--- src/rtl/bqf_pkg.sv ---
// shared types, constants and the sequencer program of the biquad filter
package bqf_pkg;

   // accumulator format
   localparam int ACC_BITS  = 48;
   localparam int ACC_GUARD = 8;

   // configuration port
   localparam int CSR_DATA_BITS = 32;
   localparam int CSR_ADDR_BITS = 5;
   localparam int REG_IDX_BITS  = 3;

   // sequencer program counter
   localparam int STEP_BITS = 3;

   typedef enum logic [REG_IDX_BITS-1:0] {
      REG_FF_GAIN_0 = 3'd0,
      REG_FF_GAIN_1 = 3'd1,
      REG_FF_GAIN_2 = 3'd2,
      REG_FB_GAIN_1 = 3'd3,
      REG_FB_GAIN_2 = 3'd4,
      REG_BYPASS    = 3'd5
   } reg_idx_type;

   typedef enum logic [2:0] {
      COEF_B0,
      COEF_B1,
      COEF_B2,
      COEF_A1,
      COEF_A2
   } coef_sel_type;

   typedef enum logic [2:0] {
      OP_NONE,   // no accumulator action
      OP_CLEAR,  // clear the clip flag at the start of an item
      OP_LOAD,   // acc = sat(term + source)
      OP_SUB,    // acc = sat(acc - term)
      OP_ROUND,  // y = sat(round(acc >> guard))
      OP_PASS    // y = x, no clip
   } alu_op_type;

   typedef enum logic [1:0] {
      SRC_D1,
      SRC_D2,
      SRC_ZERO
   } src_sel_type;

   // one control word of the microprogram
   typedef struct packed {
      logic                 mul_en;
      logic                 mul_y;
      coef_sel_type         coef;
      alu_op_type           op;
      src_sel_type          src;
      logic                 wr_d1;
      logic                 wr_d2;
      logic                 br_bypass;
      logic                 last;
      logic [STEP_BITS-1:0] target;
   } ctrl_word_type;

   // step addresses
   localparam logic [STEP_BITS-1:0] STEP_START  = 3'd0;
   localparam logic [STEP_BITS-1:0] STEP_BYPASS = 3'd7;

   // microprogram rom
   function automatic ctrl_word_type program_word(input logic [STEP_BITS-1:0] pc);
      ctrl_word_type w;
      w           = '0;
      w.coef      = COEF_B0;
      w.op        = OP_NONE;
      w.src       = SRC_ZERO;
      w.target    = STEP_BYPASS;
      case (pc)
         3'd0: begin
            // x*b0, leave for the pass path when bypassed
            w.mul_en    = 1'b1;
            w.coef      = COEF_B0;
            w.op        = OP_CLEAR;
            w.br_bypass = 1'b1;
         end
         3'd1: begin
            // yacc = b0*x + d1, start x*b1
            w.op     = OP_LOAD;
            w.src    = SRC_D1;
            w.mul_en = 1'b1;
            w.coef   = COEF_B1;
         end
         3'd2: begin
            // output sample from yacc
            w.op = OP_ROUND;
         end
         3'd3: begin
            // z1 = b1*x + d2, start y*a1
            w.op     = OP_LOAD;
            w.src    = SRC_D2;
            w.mul_en = 1'b1;
            w.mul_y  = 1'b1;
            w.coef   = COEF_A1;
         end
         3'd4: begin
            // z1 -= a1*y into d1, start x*b2
            w.op     = OP_SUB;
            w.wr_d1  = 1'b1;
            w.mul_en = 1'b1;
            w.coef   = COEF_B2;
         end
         3'd5: begin
            // z2 = b2*x, start y*a2
            w.op     = OP_LOAD;
            w.src    = SRC_ZERO;
            w.mul_en = 1'b1;
            w.mul_y  = 1'b1;
            w.coef   = COEF_A2;
         end
         3'd6: begin
            // z2 -= a2*y into d2, deliver
            w.op    = OP_SUB;
            w.wr_d2 = 1'b1;
            w.last  = 1'b1;
         end
         3'd7: begin
            // bypass: pass the sample, deliver
            w.op   = OP_PASS;
            w.last = 1'b1;
         end
         default: begin
            w.last = 1'b1;
         end
      endcase
      return w;
   endfunction

endpackage

--- src/rtl/bqf_datapath.sv ---
// biquad datapath: shared multiplier, saturating accumulator, rounding unit, delay registers
module bqf_datapath #(
   parameter int SAMPLE_BITS    = 24,
   parameter int COEF_BITS      = 24,
   parameter int COEF_FRAC_BITS = 20
) (
   input  logic                          clock,
   input  logic                          reset,
   input  bqf_pkg::ctrl_word_type        ctrl,
   input  logic                          exec,
   input  logic                          load_x,
   input  logic signed [SAMPLE_BITS-1:0] sample,
   input  logic signed [COEF_BITS-1:0]   ff_gain_0,
   input  logic signed [COEF_BITS-1:0]   ff_gain_1,
   input  logic signed [COEF_BITS-1:0]   ff_gain_2,
   input  logic signed [COEF_BITS-1:0]   fb_gain_1,
   input  logic signed [COEF_BITS-1:0]   fb_gain_2,
   output logic signed [SAMPLE_BITS-1:0] y_in,
   output logic                          clip_in
);

   localparam int ACC_BITS   = bqf_pkg::ACC_BITS;
   localparam int ACC_GUARD  = bqf_pkg::ACC_GUARD;
   localparam int PW         = SAMPLE_BITS + COEF_BITS;
   localparam int TW         = PW + 1;
   localparam int SW         = ((TW > ACC_BITS) ? TW : ACC_BITS) + 1;
   localparam int RW         = ACC_BITS + 1;
   localparam int RSW        = RW - ACC_GUARD;
   localparam int PROD_SHIFT = COEF_FRAC_BITS - ACC_GUARD;

   localparam logic signed [ACC_BITS-1:0] ACC_MAX = {1'b0, {(ACC_BITS-1){1'b1}}};
   localparam logic signed [ACC_BITS-1:0] ACC_MIN = {1'b1, {(ACC_BITS-1){1'b0}}};
   localparam logic signed [SAMPLE_BITS-1:0] SMP_MAX = {1'b0, {(SAMPLE_BITS-1){1'b1}}};
   localparam logic signed [SAMPLE_BITS-1:0] SMP_MIN = {1'b1, {(SAMPLE_BITS-1){1'b0}}};

   logic signed [SAMPLE_BITS-1:0] x_ff;
   logic signed [SAMPLE_BITS-1:0] x_in;
   logic signed [SAMPLE_BITS-1:0] y_ff;
   logic signed [PW-1:0]          prod_ff;
   logic signed [PW-1:0]          prod_in;
   logic signed [ACC_BITS-1:0]    acc_ff;
   logic signed [ACC_BITS-1:0]    acc_in;
   logic signed [ACC_BITS-1:0]    d1_ff;
   logic signed [ACC_BITS-1:0]    d1_in;
   logic signed [ACC_BITS-1:0]    d2_ff;
   logic signed [ACC_BITS-1:0]    d2_in;
   logic                          clip_ff;

   logic signed [SAMPLE_BITS-1:0] mul_a;
   logic signed [COEF_BITS-1:0]   mul_c;
   logic signed [TW-1:0]          prod_w;
   logic signed [TW-1:0]          term;
   logic signed [ACC_BITS-1:0]    addend;
   logic signed [SW-1:0]          sum;
   logic [SW-ACC_BITS:0]          sum_top;
   logic                          alu_ovf;
   logic signed [ACC_BITS-1:0]    alu_res;
   logic signed [RW-1:0]          rsum;
   logic signed [RSW-1:0]         rsh;
   logic [RSW-SAMPLE_BITS:0]      rsh_top;
   logic                          rnd_ovf;
   logic signed [SAMPLE_BITS-1:0] rnd_res;

   // multiplier operand selection
   assign mul_a = ctrl.mul_y ? y_ff : x_ff;

   always_comb begin
      case (ctrl.coef)
         bqf_pkg::COEF_B0: mul_c = ff_gain_0;
         bqf_pkg::COEF_B1: mul_c = ff_gain_1;
         bqf_pkg::COEF_B2: mul_c = ff_gain_2;
         bqf_pkg::COEF_A1: mul_c = fb_gain_1;
         bqf_pkg::COEF_A2: mul_c = fb_gain_2;
         default:          mul_c = ff_gain_0;
      endcase
   end

   assign prod_in = mul_a * mul_c;

   // product to accumulator scale, round half up
   assign prod_w = TW'(prod_ff);

   generate
      if (PROD_SHIFT > 0) begin : g_round
         logic signed [TW-1:0] prod_rnd;
         assign prod_rnd = prod_w + (TW'(1) <<< (PROD_SHIFT - 1));
         assign term     = prod_rnd >>> PROD_SHIFT;
      end else begin : g_exact
         assign term = prod_w;
      end
   endgenerate

   // saturating add / subtract
   always_comb begin
      case (ctrl.src)
         bqf_pkg::SRC_D1:   addend = d1_ff;
         bqf_pkg::SRC_D2:   addend = d2_ff;
         bqf_pkg::SRC_ZERO: addend = '0;
         default:           addend = '0;
      endcase
      if (ctrl.op == bqf_pkg::OP_SUB) begin
         sum = SW'(acc_ff) - SW'(term);
      end else begin
         sum = SW'(addend) + SW'(term);
      end
   end

   assign sum_top = sum[SW-1:ACC_BITS-1];
   assign alu_ovf = !((&sum_top) || !(|sum_top));
   assign alu_res = alu_ovf ? (sum[SW-1] ? ACC_MIN : ACC_MAX) : sum[ACC_BITS-1:0];

   // output rounding and saturation
   assign rsum    = RW'(acc_ff) + (RW'(1) <<< (ACC_GUARD - 1));
   assign rsh     = rsum[RW-1:ACC_GUARD];
   assign rsh_top = rsh[RSW-1:SAMPLE_BITS-1];
   assign rnd_ovf = !((&rsh_top) || !(|rsh_top));
   assign rnd_res = rnd_ovf ? (rsh[RSW-1] ? SMP_MIN : SMP_MAX) : rsh[SAMPLE_BITS-1:0];

   // next values per control word
   always_comb begin
      x_in    = load_x ? sample : x_ff;
      y_in    = y_ff;
      acc_in  = acc_ff;
      d1_in   = d1_ff;
      d2_in   = d2_ff;
      clip_in = clip_ff;
      if (exec) begin
         case (ctrl.op)
            bqf_pkg::OP_CLEAR: begin
               clip_in = 1'b0;
            end
            bqf_pkg::OP_LOAD, bqf_pkg::OP_SUB: begin
               acc_in  = alu_res;
               clip_in = clip_ff | alu_ovf;
            end
            bqf_pkg::OP_ROUND: begin
               y_in    = rnd_res;
               clip_in = clip_ff | rnd_ovf;
            end
            bqf_pkg::OP_PASS: begin
               y_in    = x_ff;
               clip_in = 1'b0;
            end
            default: begin
            end
         endcase
         if (ctrl.wr_d1) begin
            d1_in = alu_res;
         end
         if (ctrl.wr_d2) begin
            d2_in = alu_res;
         end
      end
   end

   // payload registers
   always_ff @(posedge clock) begin
      x_ff   <= x_in;
      y_ff   <= y_in;
      acc_ff <= acc_in;
      if (exec && ctrl.mul_en) begin
         prod_ff <= prod_in;
      end
   end

   // filter state
   always_ff @(posedge clock) begin
      if (reset) begin
         d1_ff   <= '0;
         d2_ff   <= '0;
         clip_ff <= 1'b0;
      end else begin
         d1_ff   <= d1_in;
         d2_ff   <= d2_in;
         clip_ff <= clip_in;
      end
   end

endmodule

--- src/rtl/biquad_iir_filter.sv ---
// biquad iir filter top: register port, microcode sequencer, result register
// rsp_valid is registered when the last microcode step executes: step 6 filtering, step 7 bypassed
// each filtered sample runs seven microcode steps (two when bypassed) on one multiplier;
//   a new sample is stalled until the last step of the current sample has executed
// the next sample is taken while the previous result still waits in the output register
// reset: synchronous; coefficients return to unity gain, bypass on, delay state cleared
module biquad_iir_filter #(
   parameter int SAMPLE_BITS    = 24,
   parameter int COEF_BITS      = 24,
   parameter int COEF_FRAC_BITS = 20
) (
   input  logic                                   clock,
   input  logic                                   reset,
   // input samples
   input  logic                                   req_valid,
   output logic                                   req_stall,
   input  logic signed [SAMPLE_BITS-1:0]          req_sample_in,
   // results
   output logic                                   rsp_valid,
   input  logic                                   rsp_stall,
   output logic signed [SAMPLE_BITS-1:0]          rsp_sample_out,
   output logic                                   rsp_clipped,
   // register port
   input  logic                                   psel,
   input  logic                                   penable,
   input  logic                                   pwrite,
   input  logic [bqf_pkg::CSR_ADDR_BITS-1:0]      paddr,
   input  logic [bqf_pkg::CSR_DATA_BITS-1:0]      pwdata,
   output logic [bqf_pkg::CSR_DATA_BITS-1:0]      prdata,
   output logic                                   pready
);

   localparam int DW = bqf_pkg::CSR_DATA_BITS;
   localparam logic signed [COEF_BITS-1:0] COEF_ONE = COEF_BITS'(1) <<< COEF_FRAC_BITS;

   logic signed [COEF_BITS-1:0]   ff_gain_0_ff;
   logic signed [COEF_BITS-1:0]   ff_gain_1_ff;
   logic signed [COEF_BITS-1:0]   ff_gain_2_ff;
   logic signed [COEF_BITS-1:0]   fb_gain_1_ff;
   logic signed [COEF_BITS-1:0]   fb_gain_2_ff;
   logic                          bypass_ff;

   logic                                 busy_ff;
   logic [bqf_pkg::STEP_BITS-1:0]        pc_ff;
   logic                                 rsp_valid_ff;
   logic signed [SAMPLE_BITS-1:0]        rsp_sample_ff;
   logic                                 rsp_clip_ff;

   bqf_pkg::ctrl_word_type        word;
   bqf_pkg::reg_idx_type          reg_idx;
   logic                          csr_wr;
   logic                          accept;
   logic                          exec;
   logic signed [SAMPLE_BITS-1:0] y_next;
   logic                          clip_next;

   // register access decode
   assign reg_idx = bqf_pkg::reg_idx_type'(paddr[bqf_pkg::CSR_ADDR_BITS-1:2]);
   assign csr_wr  = psel && penable && pwrite;
   assign pready  = 1'b1;

   always_ff @(posedge clock) begin
      if (reset) begin
         ff_gain_0_ff <= COEF_ONE;
         ff_gain_1_ff <= '0;
         ff_gain_2_ff <= '0;
         fb_gain_1_ff <= '0;
         fb_gain_2_ff <= '0;
         bypass_ff    <= 1'b1;
      end else if (csr_wr) begin
         case (reg_idx)
            bqf_pkg::REG_FF_GAIN_0: ff_gain_0_ff <= pwdata[COEF_BITS-1:0];
            bqf_pkg::REG_FF_GAIN_1: ff_gain_1_ff <= pwdata[COEF_BITS-1:0];
            bqf_pkg::REG_FF_GAIN_2: ff_gain_2_ff <= pwdata[COEF_BITS-1:0];
            bqf_pkg::REG_FB_GAIN_1: fb_gain_1_ff <= pwdata[COEF_BITS-1:0];
            bqf_pkg::REG_FB_GAIN_2: fb_gain_2_ff <= pwdata[COEF_BITS-1:0];
            bqf_pkg::REG_BYPASS:    bypass_ff    <= pwdata[0];
            default: begin
            end
         endcase
      end
   end

   // register read mux
   always_comb begin
      case (reg_idx)
         bqf_pkg::REG_FF_GAIN_0: prdata = DW'(ff_gain_0_ff);
         bqf_pkg::REG_FF_GAIN_1: prdata = DW'(ff_gain_1_ff);
         bqf_pkg::REG_FF_GAIN_2: prdata = DW'(ff_gain_2_ff);
         bqf_pkg::REG_FB_GAIN_1: prdata = DW'(fb_gain_1_ff);
         bqf_pkg::REG_FB_GAIN_2: prdata = DW'(fb_gain_2_ff);
         bqf_pkg::REG_BYPASS:    prdata = {{(DW-1){1'b0}}, bypass_ff};
         default:                prdata = '0;
      endcase
   end

   // microcode fetch and step control
   assign word      = bqf_pkg::program_word(pc_ff);
   assign req_stall = busy_ff;
   assign accept    = req_valid && !busy_ff;
   // the delivering step waits while the result register is still held
   assign exec      = busy_ff && !(word.last && rsp_valid_ff && rsp_stall);

   always_ff @(posedge clock) begin
      if (reset) begin
         busy_ff      <= 1'b0;
         pc_ff        <= bqf_pkg::STEP_START;
         rsp_valid_ff <= 1'b0;
      end else begin
         // sequencer
         if (accept) begin
            busy_ff <= 1'b1;
            pc_ff   <= bqf_pkg::STEP_START;
         end else if (exec) begin
            if (word.last) begin
               busy_ff <= 1'b0;
            end else if (word.br_bypass && bypass_ff) begin
               pc_ff <= word.target;
            end else begin
               pc_ff <= pc_ff + 1'b1;
            end
         end
         // result beat
         if (exec && word.last) begin
            rsp_valid_ff <= 1'b1;
         end else if (rsp_valid_ff && !rsp_stall) begin
            rsp_valid_ff <= 1'b0;
         end
      end
   end

   // result payload
   always_ff @(posedge clock) begin
      if (exec && word.last) begin
         rsp_sample_ff <= y_next;
         rsp_clip_ff   <= clip_next;
      end
   end

   assign rsp_valid      = rsp_valid_ff;
   assign rsp_sample_out = rsp_sample_ff;
   assign rsp_clipped    = rsp_clip_ff;

   bqf_datapath #(
      .SAMPLE_BITS    (SAMPLE_BITS),
      .COEF_BITS      (COEF_BITS),
      .COEF_FRAC_BITS (COEF_FRAC_BITS)
   ) u_datapath (
      .clock     (clock),
      .reset     (reset),
      .ctrl      (word),
      .exec      (exec),
      .load_x    (accept),
      .sample    (req_sample_in),
      .ff_gain_0 (ff_gain_0_ff),
      .ff_gain_1 (ff_gain_1_ff),
      .ff_gain_2 (ff_gain_2_ff),
      .fb_gain_1 (fb_gain_1_ff),
      .fb_gain_2 (fb_gain_2_ff),
      .y_in      (y_next),
      .clip_in   (clip_next)
   );

endmodule

--- config.mk ---
export PLATFORM = sky130hd
export DESIGN_NAME = biquad_iir_filter
export DESIGN_NICKNAME = d
export VERILOG_FILES = /design/src/rtl/bqf_pkg.sv /design/src/rtl/bqf_datapath.sv /design/src/rtl/biquad_iir_filter.sv
export SDC_FILE = /design/constraint.sdc
export NUM_CORES = 2
export LEC_CHECK = 0
export CAP_MARGIN = 20
export CORE_ASPECT_RATIO = 2
export CORE_MARGIN = 8
export CORE_UTILIZATION = 50
export DETAILED_ROUTE_END_ITERATION = 8
export DONT_BUFFER_PORTS = 1
export PLACE_DENSITY = 0.71
export SYNTH_ARGS = -nofsm -noshare
export SYNTH_HDL_FRONTEND = slang
export SYNTH_SLANG_ARGS = --single-unit
--- constraint.sdc ---
create_clock -name clock -period 19.56 [get_ports clock]
set_clock_uncertainty 0.2 [all_clocks]
set_input_delay 3.912 -clock clock [delete_from_list [all_inputs] [get_ports clock]]
set_output_delay 3.912 -clock clock [all_outputs]
set_load 0.02 [all_outputs]
Yosys cells after proc, flatten, opt, wreduce, memory -nomap -nowiden
Index checks and enable logic that the tools add are counted.
W data, S select, Z words.

word-level totals
  register bits after elaboration = 392
  word-level logic and storage cells = 125
  output and inout port bits = 60

operators by class
  bitwise gates (word level) = 3
  $mul = 1
  reduce and logical (&&, ||, !) cells = 48
  $add $sub $neg = 5
  equal/unequal tests = 22
  mux-type cells = 28

operator list
  kind                      count
  $pmux W32 S6              1
  $mux W24                  4
  $mux W48                  2
  $pmux W24 S4              1
  $pmux W48 S2              1
  $mux W50                  1
  $add A48 B13 Y49 const B  1
  $add A48 B37 Y49          1
  $add A48 B9 Y49 const B   1
  $sub A48 B37 Y49          1
  $mul A24 B24 Y48          1
  $pmux W24 S2              1
  $eq A3 B3 Y1 const B      9
  $eq A3 B2 Y1 const B      8
  $reduce_and A2 Y1         11
  $reduce_and A18 Y1        1
  $reduce_or A18 Y1         1
  $pmux W3 S5               1
  $eq A3 B1 Y1 const B      4
  $mux W1                   12
  $pmux W3 S4               1
  $reduce_or A2 Y1          6
  $logic_and A1 B1 Y1       10
  $logic_not A1 Y1          7
  14 further kinds          20

Longest topological paths before layout
  word-level depth = 13
  depth in mapped cells = 38
  depth with buffers taken out = 33

By module
From an unflattened synthesis, not the netlist that was laid out.

second synthesis, totals
  cells, all modules = 5109
  area, all modules = 45703.8 µm²

modules (own cells, without submodules)
  module             cells each  times used  area an instance (µm²)
  bqf_datapath       4446        1           38537.0
  biquad_iir_filter  663         1           7166.9

Least setup slack after synthesis
No wires, ideal clock.

  kind = input to output
  from = input port paddr[4] (netlist bit)
  to = output port prdata[24] (netlist bit)
  buffers on the path = 3
  setup slack = 9.709 ns
  stages on the path = 5
  arrival = 5.739 ns
  required time = 15.448 ns
  cells stage by stage = clkbuf_1 clkbuf_1 mux2i_1 o221ai_1 buf_4

between the ends
  word-level cells in the longest chain between the ends = 2

RTL lines
  what                                  line                     source
  start, declared                       biquad_iir_filter.sv:27  input logic [bqf_pkg::CSR_ADDR_BITS-1:0] paddr,
  $eq A3 B3 Y1 (tied with other cells)  biquad_iir_filter.sv:86  case (reg_idx)
  $pmux W32 S6 *                        biquad_iir_filter.sv:86
  end, declared                         biquad_iir_filter.sv:29  output logic [bqf_pkg::CSR_DATA_BITS-1:0] prdata,

Every way passes the cells marked *; elsewhere a longest branch is shown, timed or not.

Worst setup path after layout
  from = register pc_ff[0] (netlist bit)
  to = register u_datapath.prod_ff[46] (data pin)

between the ends
  word-level cells in the longest chain between the ends = 5

RTL lines
  what                                             line                                    source
  start, declared                                  biquad_iir_filter.sv:44                 logic [bqf_pkg::STEP_BITS-1:0] pc_ff;
  start signal, assigned                           biquad_iir_filter.sv:107                pc_ff <= bqf_pkg::STEP_START;
  start signal, assigned                           biquad_iir_filter.sv:113                pc_ff <= bqf_pkg::STEP_START;
  start signal, assigned                           biquad_iir_filter.sv:118                pc_ff <= word.target;
  $eq A3 B3 Y1 (tied with other cells)             bqf_pkg.sv:74                           case (pc)
  $pmux W3 S4 or $reduce_or A2 Y1 (tied branches)  -
  $eq A3 B3 Y1 (tied with other cells)             bqf_datapath.sv:68                      case (ctrl.coef)
  $pmux W24 S4 or $mux W24 (tied branches)         bqf_datapath.sv:68, bqf_datapath.sv:65
  $mul A24 B24 Y48 *                               bqf_datapath.sv:78                      assign prod_in = mul_a * mul_c;
  via u_datapath.prod_in[46]                       bqf_datapath.sv:40                      logic signed [PW-1:0] prod_in;
  end signal, assigned                             bqf_datapath.sv:162                     prod_ff <= prod_in;
  end, declared                                    bqf_datapath.sv:39                      logic signed [PW-1:0] prod_ff;

Mark *: on every way through the listed nets, which the timed path passes. The rest lies on a longest branch.
A chain may end at the register's enable or synchronous reset.

==> results.md <==
- Library cell with the highest instance count after synthesis: nand2_1
- Register bit total from synthesis: 381
- Area of the core: 90,000 sq um
- Postcts setup bufs: 0
- Maximum fanout count along the critical path: 24
- CTS sink cnt: 381
- Count of fill cells added during filler insertion: 8,215
- Achievable frequency: 88.1 MHz
- Count of pins on the block boundary: 128
- Part of the total power dissipated in sequential elements: 0.193
- Initial antenna violation count: 4
- Clock latency reported for the late side of the worst-skew pair: 0.62 ns
- DPL Wire Length: 110,000 um
- Hold_buf cts: 0
- Cell variety after synth: 101
- Area of all sequential standard cells: 8970 sq um
- Width of the die: 229 um
- Post-synth top area share: 0.269
- Switching fraction of total power: 0.507
- Largest area contributor in the synthesized netlist: fa_1
- Post-route DRC violation count: 0
- Max-cap violation count: 0
- Site Rows: 156
- Cell area after synthesis: 45,200 sq um
- Met3 Wirelength: 14,500 um
- Net count of the mapped netlist: 6,143
- Number of max-slew violations in the final report: 0
- Overall die area: 101,000 sq um
- Unrepaired setup endpoints after global routing: false
- Final RePlAce weighted congestion: 0.999
- Via count: 37,981
- Number of setup violations in the final report: 0
- Slew at the pin closest to its max-slew limit: 1.18 ns
- Part of the power in combinational logic: 0.679
- Routed length per instance: 23.0 um
- Number of violations reported at the end of detailed-routing iteration 0: 3,641
- Share of flip-flops with an asynchronous set or reset: 0
- Layout overhead on the synthesized area: 5.35%
- GRT Util Overall: 0.281
- Top post-synthesis cells by count: nand2_1, inv_1, fa_1
- Worst path required time: 19.69 ns
- Via count of the first global-routing pass: 38,720
- Share of the core filled with cells: 0.529
- Number of routed nets with antenna violations: 0
- Setup TNS: 0 ns
- Launching element type of the critical path: register
- Gate count after technology mapping: 5,232
- Period minus WS final: 11.35 ns
- Post-layout instance area: 47,600 sq um
- Number of hold-slack violations in the final timing report: 0
- Y dimension of the die: 441 um
- Routed met1 length: 54,400 um
- Relative slew slack: 0.196
- Avg Inst Size Synth: 8.64 sq um
- Effective utilization at floorplan: 0.502
- First-pass iteration count of the detailed router: 6
- CTS Root Cell: clkbuf_16
- Run status: finished, final reports clean
- Placed instance area: 46,200 sq um
- Largest cells by area after synthesis: fa_1, dfxtp_1, edfxtp_1
- Count of input and output buffers: 0
- Depth of the CTS H-tree: 2
- Number of clock buffers inserted by TritonCTS: 40
- Clk pin slew, worst setup/hold paths: 0.06 ns
- Period utilisation layout: 0.580
- Maximum clock insertion buffer count: 3
- Setup crit end kind: register
- Highest metal layer used by the detailed router: met5
- # nets final: 5,975
- Critical path class: reg2reg
- Synth warnings: 0
- Worst min-delay path category: reg2reg
- Sw Pwr: 0.00297 W
- Leakage power total: 20.7 nW
- Predominant post-synthesis flop cell: dfxtp_1
- Met2 routed WL: 65,100 um
- Global-route wire length before repair: 222,000 um
- CTS resizes: 0
- Total global routing overflow: 0
- Share of total power in the clock network: 0.128
- Arrival time at the worst endpoint: 11.48 ns
- Post-synth EDFFs: 134
- Pint: 0.00289 W
- Area occupied by multi-input gates: 32,500 sq um
- Share of layout cells above drive strength 1: 0.0642
- Maximum number of pins on one net before global-route repair: 157
- Worst VDD drop: 0.160 mV
- Routed via count divided by cell count: 6.05
- Power per unit of standard cell area: 123 nW/um^2
- TritonCTS clock tree: built
- Total Wirelength: 144,000 um
- Sequential area share after synthesis: 0.198
==> power groups by stage <==
stage          logic, W  registers, W  clock network [W]
6_report        0.00398       0.00113           0.000748
5_1_grt         0.00434       0.00113           0.000786
4_1_cts         0.00395       0.00113           0.000757
3_5_place_dp    0.00390       0.00114                  0
3_3_place_gp    0.00387       0.00114                  0
2_1_floorplan   0.00273       0.00109                  0
==> cells in the final DEF, fill, tap and decap left out, types with 88 or more instances in the layout <==
cell	Yosys	final
nand2_1	737	734
inv_1	724	723
fa_1	608	608
nor2_1	501	498
a21oi_1	364	355
dfxtp_1	247	247
ha_1	235	233
o21ai_0	169	169
edfxtp_1	134	134
xnor2_1	121	121
mux2i_1	95	88
==> routing by layer <==
metal / vias up / global-route usage
met5: - / 0
met4: 2 / 0.163
met3: 489 / 0.0634
met2: 1972 / 0.451
met1: 18676 / 0.348
li1: 16842 / -
==> cells by family (layout without fill, tap and decap cells) <==
kind of cell	after synthesis	in the layout	synth area share
muxes	146	146	0.0343
and+or+nand+nor	1627	1627	0.157
adders and majority gates	878	878	0.343
other	1	4	0.0000830
buffers and inverters	1009	870	0.0863
AOI/OAI and AO/OA	1000	1000	0.144
DFF	381	381	0.198
xor gates and xnor gates	190	190	0.0368
==> worst paths after layout <==
check             cells past startpoint                               from  slack, ns                                 to
setup / recovery                     25              pc_ff[0]$_SDFFE_PP0P_       8.21   u_datapath.prod_ff[46]$_DFFE_PP_
hold / removal                        2  u_datapath.d1_ff[42]$_SDFFE_PP0P_       0.25  u_datapath.d1_ff[42]$_SDFFE_PP0P_
setup reg to reg                     25              pc_ff[0]$_SDFFE_PP0P_       8.21   u_datapath.prod_ff[46]$_DFFE_PP_
hold reg to reg                       2  u_datapath.d1_ff[42]$_SDFFE_PP0P_       0.25  u_datapath.d1_ff[42]$_SDFFE_PP0P_
==> flip-flops by register name, indices dropped and copies added (netlist names) <==
name                flops
u_datapath.d2_ff       48
ff_gain_1_ff           24
rsp_sample_out         24
pc_ff                   3
u_datapath.clip_ff      1
u_datapath.d1_ff       48
u_datapath.x_ff        24
u_datapath.y_ff        24
fb_gain_2_ff           24
req_stall               1
rsp_valid               1
u_datapath.acc_ff      48
ff_gain_0_ff           24
fb_gain_1_ff           24
u_datapath.prod_ff     37
bypass_ff               1
ff_gain_2_ff           24
rsp_clipped             1
==> critical path: stages, from the launching register on <==
cell	delay, ns
dfxtp_1	0.80
ha_2	0.45
buf_4	0.48
mux2_1	0.38
a221o_1	0.44
o21ai_0	0.89
inv_1	0.25
fa_1	0.74
fa_1	0.78
inv_1	0.25
fa_1	0.53
inv_1	0.05
fa_1	0.49
fa_1	0.53
fa_1	0.50
inv_1	0.05
fa_1	0.55
inv_1	0.06
ha_1	0.35
and4_1	0.20
o21ai_0	0.14
o31ai_1	0.60
a221o_1	0.42
a31oi_1	0.16
nand2b_1	0.18
a221oi_1	0.56
==> cell type report <==
type | count | area share
multi-input combinational | 3842 | 0.684
sequential | 381 | 0.188
inverter | 725 | 0.0572
tap | 1185 | 0.0311
clock buffer | 50 | 0.0227
timing repair buffer | 74 | 0.0129
clock inverter | 21 | 0.00402
antenna | 3 | 0.000158
==> through the flow <==
stage,hold WS (ns),instances,power [W],setup WS (ns)
after CTS,0.252,6274,0.00583,8.42
after floorplan,0.236,5232,0.00382,9.71
final,0.251,6281,0.00586,8.21
after detailed placement,0.243,6203,0.00505,8.46
after global placement,0.238,6203,0.00501,8.59
after global routing,0.289,6278,0.00626,7.97
No activity file was read; power rests on OpenSTA's default activity.
